--- config.mk ---
export PLATFORM = sky130hd
export DESIGN_NAME = partition_fit_allocator
export DESIGN_NICKNAME = d
export VERILOG_FILES = /design/src/sv/pfa_pkg.sv /design/src/sv/pfa_room_mem.sv /design/src/sv/pfa_ctrl.sv /design/src/sv/partition_fit_allocator.sv
export SDC_FILE = /design/constraint.sdc
export NUM_CORES = 1
export LEC_CHECK = 0
export ABC_AREA = 0
export BUFFER_PORTS_ARGS = -buffer_cell sky130_fd_sc_hd__buf_2
export CAP_MARGIN = 20
export CORE_AREA = 2 2 157 159
export DETAILED_ROUTE_END_ITERATION = 7
export DIE_AREA = 0 0 159 161
export PLACE_DENSITY = 0.78
export SYNTH_ARGS = -nofsm -noshare
export SYNTH_HDL_FRONTEND = slang
export SYNTH_HIERARCHICAL = 1
export SYNTH_SLANG_ARGS = --single-unit
--- constraint.sdc ---
create_clock -name i_clk -period 6.2 [get_ports i_clk]
set_input_delay 0 -clock i_clk [delete_from_list [all_inputs] [get_ports i_clk]]
set_output_delay 0 -clock i_clk [all_outputs]
set_load 0.005 [all_outputs]
--- src/sv/pfa_pkg.sv ---
package pfa_pkg;

    localparam int ROOM_W    = 16;
    localparam int SLOT_W    = 4;
    localparam int COUNT_W   = 5;
    localparam int CFG_IDX_W = 4;

    localparam logic [CFG_IDX_W-1:0] CFG_FIT_MODE   = 4'd0;
    localparam logic [CFG_IDX_W-1:0] CFG_PART_COUNT = 4'd1;

    localparam logic FIT_FIRST = 1'b0;
    localparam logic FIT_BEST  = 1'b1;

    localparam logic ACT_LOAD  = 1'b0;
    localparam logic ACT_ALLOC = 1'b1;

    localparam logic [COUNT_W-1:0] COUNT_RESET = 5'd16;

    typedef struct packed {
        logic               fit_mode;
        logic [COUNT_W-1:0] part_count;
    } t_cfg;

endpackage

--- src/sv/pfa_room_mem.sv ---
module pfa_room_mem #(
    parameter int DEPTH  = 16,
    parameter int ADDR_W = 4
) (
    input  logic                       i_clk,
    input  logic                       i_rd_en,
    input  logic [ADDR_W-1:0]          i_rd_addr,
    output logic [pfa_pkg::ROOM_W-1:0] o_rd_data,
    input  logic                       i_wr_en,
    input  logic [ADDR_W-1:0]          i_wr_addr,
    input  logic [pfa_pkg::ROOM_W-1:0] i_wr_data
);

    logic [pfa_pkg::ROOM_W-1:0] r_mem [DEPTH];
    logic [pfa_pkg::ROOM_W-1:0] r_rd_data;

    always_ff @(posedge i_clk) begin
        if (i_wr_en) begin
            r_mem[i_wr_addr] <= i_wr_data;
        end
    end

    always_ff @(posedge i_clk) begin
        if (i_rd_en) begin
            r_rd_data <= r_mem[i_rd_addr];
        end
    end

    assign o_rd_data = r_rd_data;

endmodule

--- src/sv/pfa_ctrl.sv ---
module pfa_ctrl #(
    parameter int PARTITIONS = 16,
    parameter int IDX_W      = 4,
    parameter int CNT_W      = 5
) (
    input  logic                        i_clk,
    input  logic                        i_rst_n,
    input  pfa_pkg::t_cfg               i_cfg,
    input  logic                        i_in_valid,
    output logic                        o_in_stall,
    input  logic                        i_action,
    input  logic [pfa_pkg::SLOT_W-1:0]  i_slot,
    input  logic [pfa_pkg::ROOM_W-1:0]  i_amount,
    output logic                        o_out_valid,
    input  logic                        i_out_stall,
    output logic                        o_granted,
    output logic [pfa_pkg::SLOT_W-1:0]  o_block_index,
    output logic                        o_rd_en,
    output logic [IDX_W-1:0]            o_rd_addr,
    input  logic [pfa_pkg::ROOM_W-1:0]  i_rd_data,
    output logic                        o_wr_en,
    output logic [IDX_W-1:0]            o_wr_addr,
    output logic [pfa_pkg::ROOM_W-1:0]  o_wr_data
);

    localparam logic [1:0] ST_IDLE  = 2'd0;
    localparam logic [1:0] ST_SCAN  = 2'd1;
    localparam logic [1:0] ST_WRITE = 2'd2;
    localparam logic [1:0] ST_OUT   = 2'd3;

    logic [1:0]                  r_state, n_state;
    logic [pfa_pkg::ROOM_W-1:0]  r_amount, n_amount;
    logic                        r_mode, n_mode;
    logic [CNT_W-1:0]            r_limit, n_limit;
    logic [CNT_W-1:0]            r_idx, n_idx;
    logic                        r_dv, n_dv;
    logic [IDX_W-1:0]            r_dv_idx, n_dv_idx;
    logic                        r_found, n_found;
    logic [IDX_W-1:0]            r_pick, n_pick;
    logic [pfa_pkg::ROOM_W-1:0]  r_best, n_best;
    logic                        r_out_valid, n_out_valid;
    logic                        r_out_granted, n_out_granted;
    logic [pfa_pkg::SLOT_W-1:0]  r_out_index, n_out_index;

    logic in_acc;
    logic out_acc;
    logic hit;
    logic take;
    logic found_now;
    logic issue;
    logic [CNT_W-1:0] cfg_limit;

    assign in_acc  = i_in_valid && !o_in_stall;
    assign out_acc = r_out_valid && !i_out_stall;

    assign hit       = (r_state == ST_SCAN) && r_dv && (i_rd_data >= r_amount);
    assign take      = hit && (!r_found || (i_rd_data < r_best));
    assign found_now = r_found || hit;
    assign issue     = (r_state == ST_SCAN) && (r_idx < r_limit)
                       && !((r_mode == pfa_pkg::FIT_FIRST) && found_now);

    always_comb begin
        if (32'(i_cfg.part_count) > PARTITIONS) begin
            cfg_limit = CNT_W'(PARTITIONS);
        end else begin
            cfg_limit = CNT_W'(i_cfg.part_count);
        end
    end

    always_comb begin
        n_state       = r_state;
        n_amount      = r_amount;
        n_mode        = r_mode;
        n_limit       = r_limit;
        n_idx         = r_idx;
        n_dv          = 1'b0;
        n_dv_idx      = r_dv_idx;
        n_found       = r_found;
        n_pick        = r_pick;
        n_best        = r_best;
        n_out_valid   = r_out_valid && !out_acc;
        n_out_granted = r_out_granted;
        n_out_index   = r_out_index;
        o_wr_en       = 1'b0;
        o_wr_addr     = r_pick;
        o_wr_data     = r_best - r_amount;
        o_rd_en       = issue;
        o_rd_addr     = r_idx[IDX_W-1:0];

        case (r_state)
            ST_IDLE: begin
                if (in_acc) begin
                    if (i_action == pfa_pkg::ACT_LOAD) begin
                        if (32'(i_slot) < PARTITIONS) begin
                            o_wr_en   = 1'b1;
                            o_wr_addr = IDX_W'(i_slot);
                            o_wr_data = i_amount;
                        end
                    end else begin
                        n_state  = ST_SCAN;
                        n_amount = i_amount;
                        n_mode   = i_cfg.fit_mode;
                        n_limit  = cfg_limit;
                        n_idx    = '0;
                        n_found  = 1'b0;
                    end
                end
            end
            ST_SCAN: begin
                if (take) begin
                    n_found = 1'b1;
                    n_pick  = r_dv_idx;
                    n_best  = i_rd_data;
                end
                if (issue) begin
                    n_dv     = 1'b1;
                    n_dv_idx = r_idx[IDX_W-1:0];
                    n_idx    = r_idx + CNT_W'(1);
                end else if (found_now) begin
                    n_state = ST_WRITE;
                end else begin
                    n_state = ST_OUT;
                end
            end
            ST_WRITE: begin
                o_wr_en = 1'b1;
                n_state = ST_OUT;
            end
            ST_OUT: begin
                if (!r_out_valid || out_acc) begin
                    n_out_valid   = 1'b1;
                    n_out_granted = r_found;
                    n_out_index   = r_found ? pfa_pkg::SLOT_W'(r_pick) : '0;
                    n_state       = ST_IDLE;
                end
            end
            default: begin
                n_state = ST_IDLE;
            end
        endcase
    end

    always_ff @(posedge i_clk) begin
        if (!i_rst_n) begin
            r_state     <= ST_IDLE;
            r_dv        <= 1'b0;
            r_found     <= 1'b0;
            r_out_valid <= 1'b0;
        end else begin
            r_state     <= n_state;
            r_dv        <= n_dv;
            r_found     <= n_found;
            r_out_valid <= n_out_valid;
        end
    end

    always_ff @(posedge i_clk) begin
        r_amount      <= n_amount;
        r_mode        <= n_mode;
        r_limit       <= n_limit;
        r_idx         <= n_idx;
        r_dv_idx      <= n_dv_idx;
        r_pick        <= n_pick;
        r_best        <= n_best;
        r_out_granted <= n_out_granted;
        r_out_index   <= n_out_index;
    end

    assign o_in_stall    = (r_state != ST_IDLE);
    assign o_out_valid   = r_out_valid;
    assign o_granted     = r_out_granted;
    assign o_block_index = r_out_index;

    a_read_in_range: assert property (@(posedge i_clk) disable iff (!i_rst_n)
        o_rd_en |-> (r_state == ST_SCAN) && (r_idx < r_limit))
        else $error("read issued outside the search range");

    a_write_only_found: assert property (@(posedge i_clk) disable iff (!i_rst_n)
        (r_state == ST_WRITE) |-> r_found)
        else $error("writeback without a chosen partition");

    a_miss_index_zero: assert property (@(posedge i_clk) disable iff (!i_rst_n)
        (r_out_valid && !r_out_granted) |-> (r_out_index == '0))
        else $error("refused transaction carries a nonzero index");

    a_out_held: assert property (@(posedge i_clk) disable iff (!i_rst_n)
        (r_out_valid && i_out_stall) |=> r_out_valid && $stable(r_out_index))
        else $error("stalled result dropped or changed");

endmodule

--- src/sv/partition_fit_allocator.sv ---
// load transaction: written to the room memory in the cycle it is accepted, no result
// allocate: memory scan, writeback if a partition is chosen, then result registered
// input stalls until an allocate is done; the scan issues one memory read a cycle
// the next transaction is accepted while a finished result waits on the output register
// reset (synchronous, active low): idle, output empty, first fit, 16 partitions searched
module partition_fit_allocator #(
    parameter int PARTITIONS = 16
) (
    input  logic                           i_clk,
    input  logic                           i_rst_n,
    input  logic                           i_cfg_valid,
    output logic                           o_cfg_ready,
    input  logic [pfa_pkg::CFG_IDX_W-1:0]  i_cfg_index,
    input  logic [pfa_pkg::COUNT_W-1:0]    i_cfg_data,
    input  logic                           i_in_valid,
    output logic                           o_in_stall,
    input  logic                           i_action,
    input  logic [pfa_pkg::SLOT_W-1:0]     i_slot,
    input  logic [pfa_pkg::ROOM_W-1:0]     i_amount,
    output logic                           o_out_valid,
    input  logic                           i_out_stall,
    output logic                           o_granted,
    output logic [pfa_pkg::SLOT_W-1:0]     o_block_index
);

    localparam int IDX_W = (PARTITIONS > 1) ? $clog2(PARTITIONS) : 1;
    localparam int CNT_W = $clog2(PARTITIONS + 1);

    pfa_pkg::t_cfg r_cfg;

    logic                       rd_en;
    logic [IDX_W-1:0]           rd_addr;
    logic [pfa_pkg::ROOM_W-1:0] rd_data;
    logic                       wr_en;
    logic [IDX_W-1:0]           wr_addr;
    logic [pfa_pkg::ROOM_W-1:0] wr_data;

    assign o_cfg_ready = 1'b1;

    always_ff @(posedge i_clk) begin
        if (!i_rst_n) begin
            r_cfg.fit_mode   <= pfa_pkg::FIT_FIRST;
            r_cfg.part_count <= pfa_pkg::COUNT_RESET;
        end else if (i_cfg_valid && o_cfg_ready) begin
            case (i_cfg_index)
                pfa_pkg::CFG_FIT_MODE:   r_cfg.fit_mode   <= i_cfg_data[0];
                pfa_pkg::CFG_PART_COUNT: r_cfg.part_count <= i_cfg_data;
                default: begin
                end
            endcase
        end
    end

    pfa_ctrl #(
        .PARTITIONS (PARTITIONS),
        .IDX_W      (IDX_W),
        .CNT_W      (CNT_W)
    ) u_ctrl (
        .i_clk         (i_clk),
        .i_rst_n       (i_rst_n),
        .i_cfg         (r_cfg),
        .i_in_valid    (i_in_valid),
        .o_in_stall    (o_in_stall),
        .i_action      (i_action),
        .i_slot        (i_slot),
        .i_amount      (i_amount),
        .o_out_valid   (o_out_valid),
        .i_out_stall   (i_out_stall),
        .o_granted     (o_granted),
        .o_block_index (o_block_index),
        .o_rd_en       (rd_en),
        .o_rd_addr     (rd_addr),
        .i_rd_data     (rd_data),
        .o_wr_en       (wr_en),
        .o_wr_addr     (wr_addr),
        .o_wr_data     (wr_data)
    );

    pfa_room_mem #(
        .DEPTH  (PARTITIONS),
        .ADDR_W (IDX_W)
    ) u_room_mem (
        .i_clk     (i_clk),
        .i_rd_en   (rd_en),
        .i_rd_addr (rd_addr),
        .o_rd_data (rd_data),
        .i_wr_en   (wr_en),
        .i_wr_addr (wr_addr),
        .i_wr_data (wr_data)
    );

endmodule

==> impl_metrics.json, run 1 <==
{
  "outcome": "completed",
  "syn_avg_cell_area_um2": 16.79,
  "layout_setup_ws_ns": 2.834,
  "relSlewSlack": 0.2566,
  "critPathKind": "flip-flop to flip-flop",
  "leakage_nw": 5.943,
  "cp_data_required_time_ns": 6.33,
  "total_power_mw": 7.078,
  "arrival_ns": 3.49,
  "clkTransAtPathRegs_ns": 0.07,
  "floorplan.initialDensity": 0.6068,
  "r2r_cells": 8,
  "grt_start_max_net_pins": 68,
  "ir_drop_mv": 0.2305,
  "grt-ovfl-total": 0,
  "synth.distinct_cells": 63,
  "cp_slowest_cell": "nor2_2",
  "placed_cells": 1214,
  "ant_nets": 0,
  "syn2layout_area_growth_pct": 15.11,
  "fp.dieH_um": 161,
  "power.density_nw_per_um2": 422.9,
  "cts_buffers": 34,
  "wl_per_cell_um": 22.85,
  "hp-start": "i_slot[1]",
  "vias": 8144,
  "hold_ws_ns": 0.2193,
  "viasPerCell": 6.156,
  "drive_above_1_share": 0.2022,
  "fin_tns_setup_ns": 0,
  "drc": 0,
  "grtUsageTotal": 0.2395,
  "coreArea_um2": 23960,
  "pre_cts_ws_ns": 2.898,
  "synth_flop_cell": "edfxtp_1",
  "ioPinCount": 43,
  "ys_ff_latch": 339,
  "crit_fanout": 28,
  "hold_path_depth": 4,
  "r2r-end": "u_room_mem/r_mem[3][15]",
  "dp_hpwl_mm": 18.20,
  "gp_congestion": 0.8082,
  "yosys_warnings": 6,
  "rsz0062_at_grt": "no",
  "rows": 57,
  "hold-path-endpoint": "u_room_mem/r_mem[8][6]",
  "routed_wl_mm": 30.23,
  "hold_class": "primary input to flip-flop",
  "layout.cells.non_filler": 1323,
  "die_x_um": 159,
  "first_pass_iters": 7,
  "setup.worst_path.end_class": "flip-flop",
  "insertion_delay_ns": 0.51,
  "syn_nets": 957,
  "cp_common_cell": "nand2_1",
  "grt_pass1_wl_mm": 46.48,
  "fmax_mhz": 297.1,
  "placement.io_buffers": 41,
  "ctsResizeCount": 0,
  "syn_area_um2": 14540,
  "finalHoldViolCount": 0,
  "crit-reg2reg-launch": "u_ctrl/r_state[0]",
  "drt_iter0_drc": 939,
  "worstPathCellList": "inv_1 -> ha_1 -> nand2_1 -> or2_2 -> nand2_1 -> nand2_1 -> or3b_2 -> nor2_2",
  "crit_path_start_kind": "flip-flop",
  "grt_antenna_before_repair": 0,
  "max_stage_delay_ns": 0.82,
  "min_period_ns": 3.366,
  "num_antenna_cells": 0,
  "fin_crit_sh": 0.5430,
  "cp_num_buf_inv": 1,
  "cts_tree": "done",
  "drv_cap": 0,
  "cts_max_path_buffers": 3,
  "cp_top_family": "simple AND/OR/NAND/NOR gates",
  "async_flop_share": 0,
  "grt_pass1_vias": 8156,
  "fin_skew_ns": 0.02182,
  "cts-root-buf": "clkbuf_16",
  "rrSetupSlack_ns": 2.83,
  "netlist_instances": 866,
  "slew_violations": 0,
  "worst_pin_slew_ns": 1.111,
  "synth_edf_count": 328,
  "nets": 1065,
  "finalSetupViolCount": 0,
  "clock-sinks": 339,
  "design.die.area_um2": 25600,
  "htreeDepth": 2,
  "seq_area_frac_synth": 0.6925
}
[cells by family (layout without fill, tap and decap cells)]
logic type | after synthesis | count (layout) | share of synthesized area
flip-flops | 339 | 339 | 0.6925
AND/OR/NAND/NOR | 176 | 176 | 0.06118
AO/OA/AOI/OAI | 133 | 133 | 0.06178
buffers and inverters | 85 | 218 | 0.02633
multiplexers | 68 | 68 | 0.1045
adder cells (fa/ha/maj) | 56 | 56 | 0.04870
XOR/XNOR | 8 | 8 | 0.004819
other | 1 | 1 | 0.0002579
[per-layer routing]
metal / wire, um / GRT usage
met5: 0 / 0
met4: 553 / 0.06818
met2: 14880 / 0.3957
met3: 2392 / 0.04494
met1: 12400 / 0.3333
[registers in the layout, summed over array words and instances (netlist names), 5 cells and up]
register / flops
u_ctrl/r_idx: 5
u_room_mem/r_mem: 256
u_ctrl/r_amount: 16
u_ctrl/r_limit: 5
u_room_mem/o_rd_data: 16
u_ctrl/r_best: 16
r_cfg: 6
[cell usage after synthesis (9+ instances only)]
master	count	area (um^2)
a21o_1	11	82.58
clkbuf_1	16	60.06
ha_1	55	688.2
nand4_1	9	56.30
inv_1	51	191.4
a22oi_1	32	240.2
o21ai_0	16	80.08
dfxtp_1	11	220.2
nand3_1	11	55.05
mux4_1	10	262.8
mux4_2	54	1216
edfxtp_1	328	9849
nand2_1	55	206.5
nor2_1	43	161.4
nand2b_1	10	62.56
a21oi_1	35	175.2
[layout make-up]
class	count	area (um^2)
sequential	339	10070
fill	1474	7224
multi-input combinational	442	4134
clock buffer	43	905.9
timing repair buffer	106	817.0
tap	324	405.4
clock inverter	18	215.2
inverter	51	191.4
[how the worst max path moves through the flow]
| stage | cells past startpoint | from | slack (ns) | end |
|---|---|---|---|---|
| after CTS | 8 | u_ctrl/r_state[0] | 2.84 | u_room_mem/r_mem[3][0] |
| final | 8 | u_ctrl/r_state[0] | 2.83 | u_room_mem/r_mem[3][15] |
| after detailed placement | 9 | u_ctrl/r_amount[1] | 2.90 | u_room_mem/r_mem[3][13] |
| after global routing | 9 | u_ctrl/r_amount[1] | 2.61 | u_room_mem/r_mem[14][13] |
| after global placement | 8 | u_ctrl/r_state[0] | 2.99 | u_room_mem/r_mem[3][11] |
| after floorplan | 10 | u_ctrl/r_state[0] | 2.65 | u_room_mem/r_mem[0][0] |
[timing repair]
| item | CTS | global route |
|---|---|---|
| setup buffers | 0 | 0 |
| hold endpoints to repair | 27 | 0 |
| hold buffers | 37 | 0 |
[worst register-to-register path: stages (launching register included)]
cell	delay, ns
dfxtp_1	0.34
inv_1	0.11
ha_1	0.24
nand2_1	0.09
or2_2	0.51
nand2_1	0.15
nand2_1	0.12
or3b_2	0.58
nor2_2	0.82
[through the flow]
stage	util	cell area [um^2]
6_report	0.6985	16740
5_1_grt	0.6985	16740
4_1_cts	0.6938	16620
3_5_place_dp	0.6315	15130
3_3_place_gp	0.6315	15130
2_1_floorplan	-	14540
[where the power goes]
group	leakage, nW	switching [mW]	internal, mW
registers	3.06	0.104	2.95
logic	2.33	1.17	0.776
clock network	0.556	0.823	1.25
[cell usage in the layout, fill, tap and decap left out, types with 6 or more instances in the layout]
cell	netlist	final
a22oi_1	32	32
ha_1	55	55
clkbuf_16	0	35
clkinv_2	0	9
nor2_2	0	10
and2_1	8	8
nand3_1	11	11
dfxtp_1	11	11
nor2b_1	8	8
dlygate4sd3_1	0	37
a21o_1	11	11
buf_2	3	41
nand4_1	9	9
nor2_1	43	33
mux4_2	54	54
edfxtp_1	328	328
clkbuf_1	16	8
o211ai_1	6	6
inv_1	51	51
mux4_1	10	10
buf_4	8	25
nand2_1	55	55
o21ai_0	16	16
a21oi_1	35	35
nand2b_1	10	10
Note: power is estimated with default switching activity, not from simulation.
==> inputs of run 2 (changes only) <==
CORE_AREA = 2 2 165 167   (was 2 2 157 159)
DIE_AREA = 0 0 167 169   (was 0 0 159 161)
PLACE_DENSITY = 0.75   (was 0.78)
clock period = 3 ns   (was 6.2 ns; I/O delays follow)
==> impl_metrics.json, run 2 (synthesized netlist as in run 1, its figures left out) <==
{
  "min_period_ns": 2.916,
  "wl_per_cell_um": 23.20,
  "rrSetupSlack_ns": 0.08,
  "grt_pass1_wl_mm": 49.24,
  "fin_crit_sh": 0.9719,
  "nets": 1109,
  "grt_antenna_before_repair": 0,
  "die_x_um": 167,
  "fmax_mhz": 343.0,
  "critPathKind": "flip-flop to flip-flop",
  "cts_tree": "done",
  "fin_skew_ns": 0.01298,
  "ir_drop_mv": 0.8586,
  "cp_data_required_time_ns": 3.25,
  "insertion_delay_ns": 0.52,
  "crit_path_start_kind": "flip-flop",
  "fp.dieH_um": 169,
  "fin_tns_setup_ns": 0,
  "gp_congestion": 0.8029,
  "drt_iter0_drc": 921,
  "largest-register": "u_room_mem/r_mem",
  "drv_cap": 0,
  "grt_start_max_net_pins": 68,
  "worst_pin_slew_ns": 0.8844,
  "largest_register_ffs": 256,
  "clkTransAtPathRegs_ns": 0.06,
  "final_common_cell": "edfxtp_1",
  "first_pass_iters": 5,
  "routed_wl_mm": 32.13,
  "ant_nets": 0,
  "crit_fanout": 13,
  "hold_class": "primary input to flip-flop",
  "finalHoldViolCount": 0,
  "relSlewSlack": 0.4104,
  "clock-sinks": 339,
  "rows": 60,
  "power.density_nw_per_um2": 859.8,
  "placed_cells": 1281,
  "drive_above_1_share": 0.2414,
  "rsz0062_at_grt": "yes",
  "cts_buffers": 35,
  "syn2layout_area_growth_pct": 18.50,
  "layout.cells.non_filler": 1385,
  "finalSetupViolCount": 0,
  "ioPinCount": 43,
  "grt-ovfl-total": 0,
  "grt_pass1_vias": 8547,
  "cts_max_path_buffers": 3,
  "drc": 0,
  "viasPerCell": 5.997,
  "htreeDepth": 2,
  "placement.io_buffers": 41,
  "setup.worst_path.end_class": "flip-flop",
  "vias": 8306,
  "design.die.area_um2": 28220,
  "layout_common_cells": "328 x edfxtp_1, 60 x buf_4, 55 x nand2_1, 54 x ha_1, 54 x mux4_2",
  "floorplan.initialDensity": 0.5487,
  "arrival_ns": 3.17,
  "cts-root-buf": "clkbuf_16",
  "dp_hpwl_mm": 19.73,
  "slew_violations": 0,
  "grtUsageTotal": 0.2320,
  "leakage_nw": 6.182,
  "coreArea_um2": 26500,
  "num_antenna_cells": 0,
  "outcome": "completed"
}
run 2: cell count changes in the layout (fill, tap and decap cells not counted), sizes merged:
cell         delta
buf            +42
bufinv          -2
clkbuf          +4
clkinv          +1
dlygate4sd3     +1
inv             -1
run 2: metal layers:
| layer | GRT usage | up-vias | wire [um] |
|---|---|---|---|
| met5 | 0 | - | 0 |
| met4 | 0.07421 | 0 | 882 |
| met3 | 0.03484 | 69 | 2275 |
| met2 | 0.3884 | 341 | 15750 |
| met1 | 0.3180 | 4176 | 13210 |
| li1 | - | 3720 | - |
run 2: through the flow:
step	hold WS [ns]	utilization	total power, mW	setup WS, ns	area, um^2
global placement	0.2118	0.5905	10.43	-0.4305	15650
finish	0.2284	0.6502	14.82	0.08426	17230
global route	0.2202	0.6502	15.50	-0.02287	17230
floorplan	0.09887	-	9.210	-0.1334	14570
CTS	0.1826	0.6476	14.83	0.01004	17160
detailed placement	0.2163	0.5907	10.58	-0.04460	15650
run 2: path summary, 6_finish.rpt:
check	startpoint	end	depth (start not counted)
setup reg to reg	u_ctrl/r_amount[0]	u_room_mem/r_mem[3][14]	11
hold / removal	i_amount[0]	u_ctrl/r_amount[0]	2
hold reg to reg	u_ctrl/r_dv_idx[0]	u_ctrl/r_pick[0]	0
setup / recovery	u_ctrl/r_amount[0]	u_room_mem/r_mem[3][14]	11
run 2: where the power goes:
| group | total (mW) | internal (mW) | switching (mW) |
|---|---|---|---|
| Sequential | 6.32 | 6.10 | 0.221 |
| Clock | 4.22 | 2.51 | 1.70 |
| Combinational | 4.28 | 1.78 | 2.50 |
| Total | 14.8 | 10.4 | 4.43 |
run 2: repair_timing:
action / in CTS / in global routing
hold buffers: 38 / 0
endpoints found under the setup margin: 45 / 100
resized for setup: 3 / 10
buffers inserted: 0 / 2
pin swaps: 0 / 2
endpoints found under the hold margin: 27 / 0
run 2: cell type report:
type / instances / area, um^2
Clock buffer: 47 / 963.4
Clock inverter: 16 / 151.4
Fill cell: 1733 / 9269
Inverter: 51 / 191.4
Multi-Input combinational cell: 442 / 4193
Sequential cell: 339 / 10070
Tap cell: 341 / 426.7
Timing Repair Buffer: 149 / 1236
run 2: critical path, stage by stage, from the launching register on:
cell	delay, ns
edfxtp_1	0.41
ha_2	0.23
fa_2	0.36
nor2b_1	0.15
o21ai_1	0.12
a21boi_2	0.21
o21bai_1	0.13
a311oi_2	0.37
buf_4	0.18
and4_1	0.21
nor3_2	0.07
buf_4	0.20
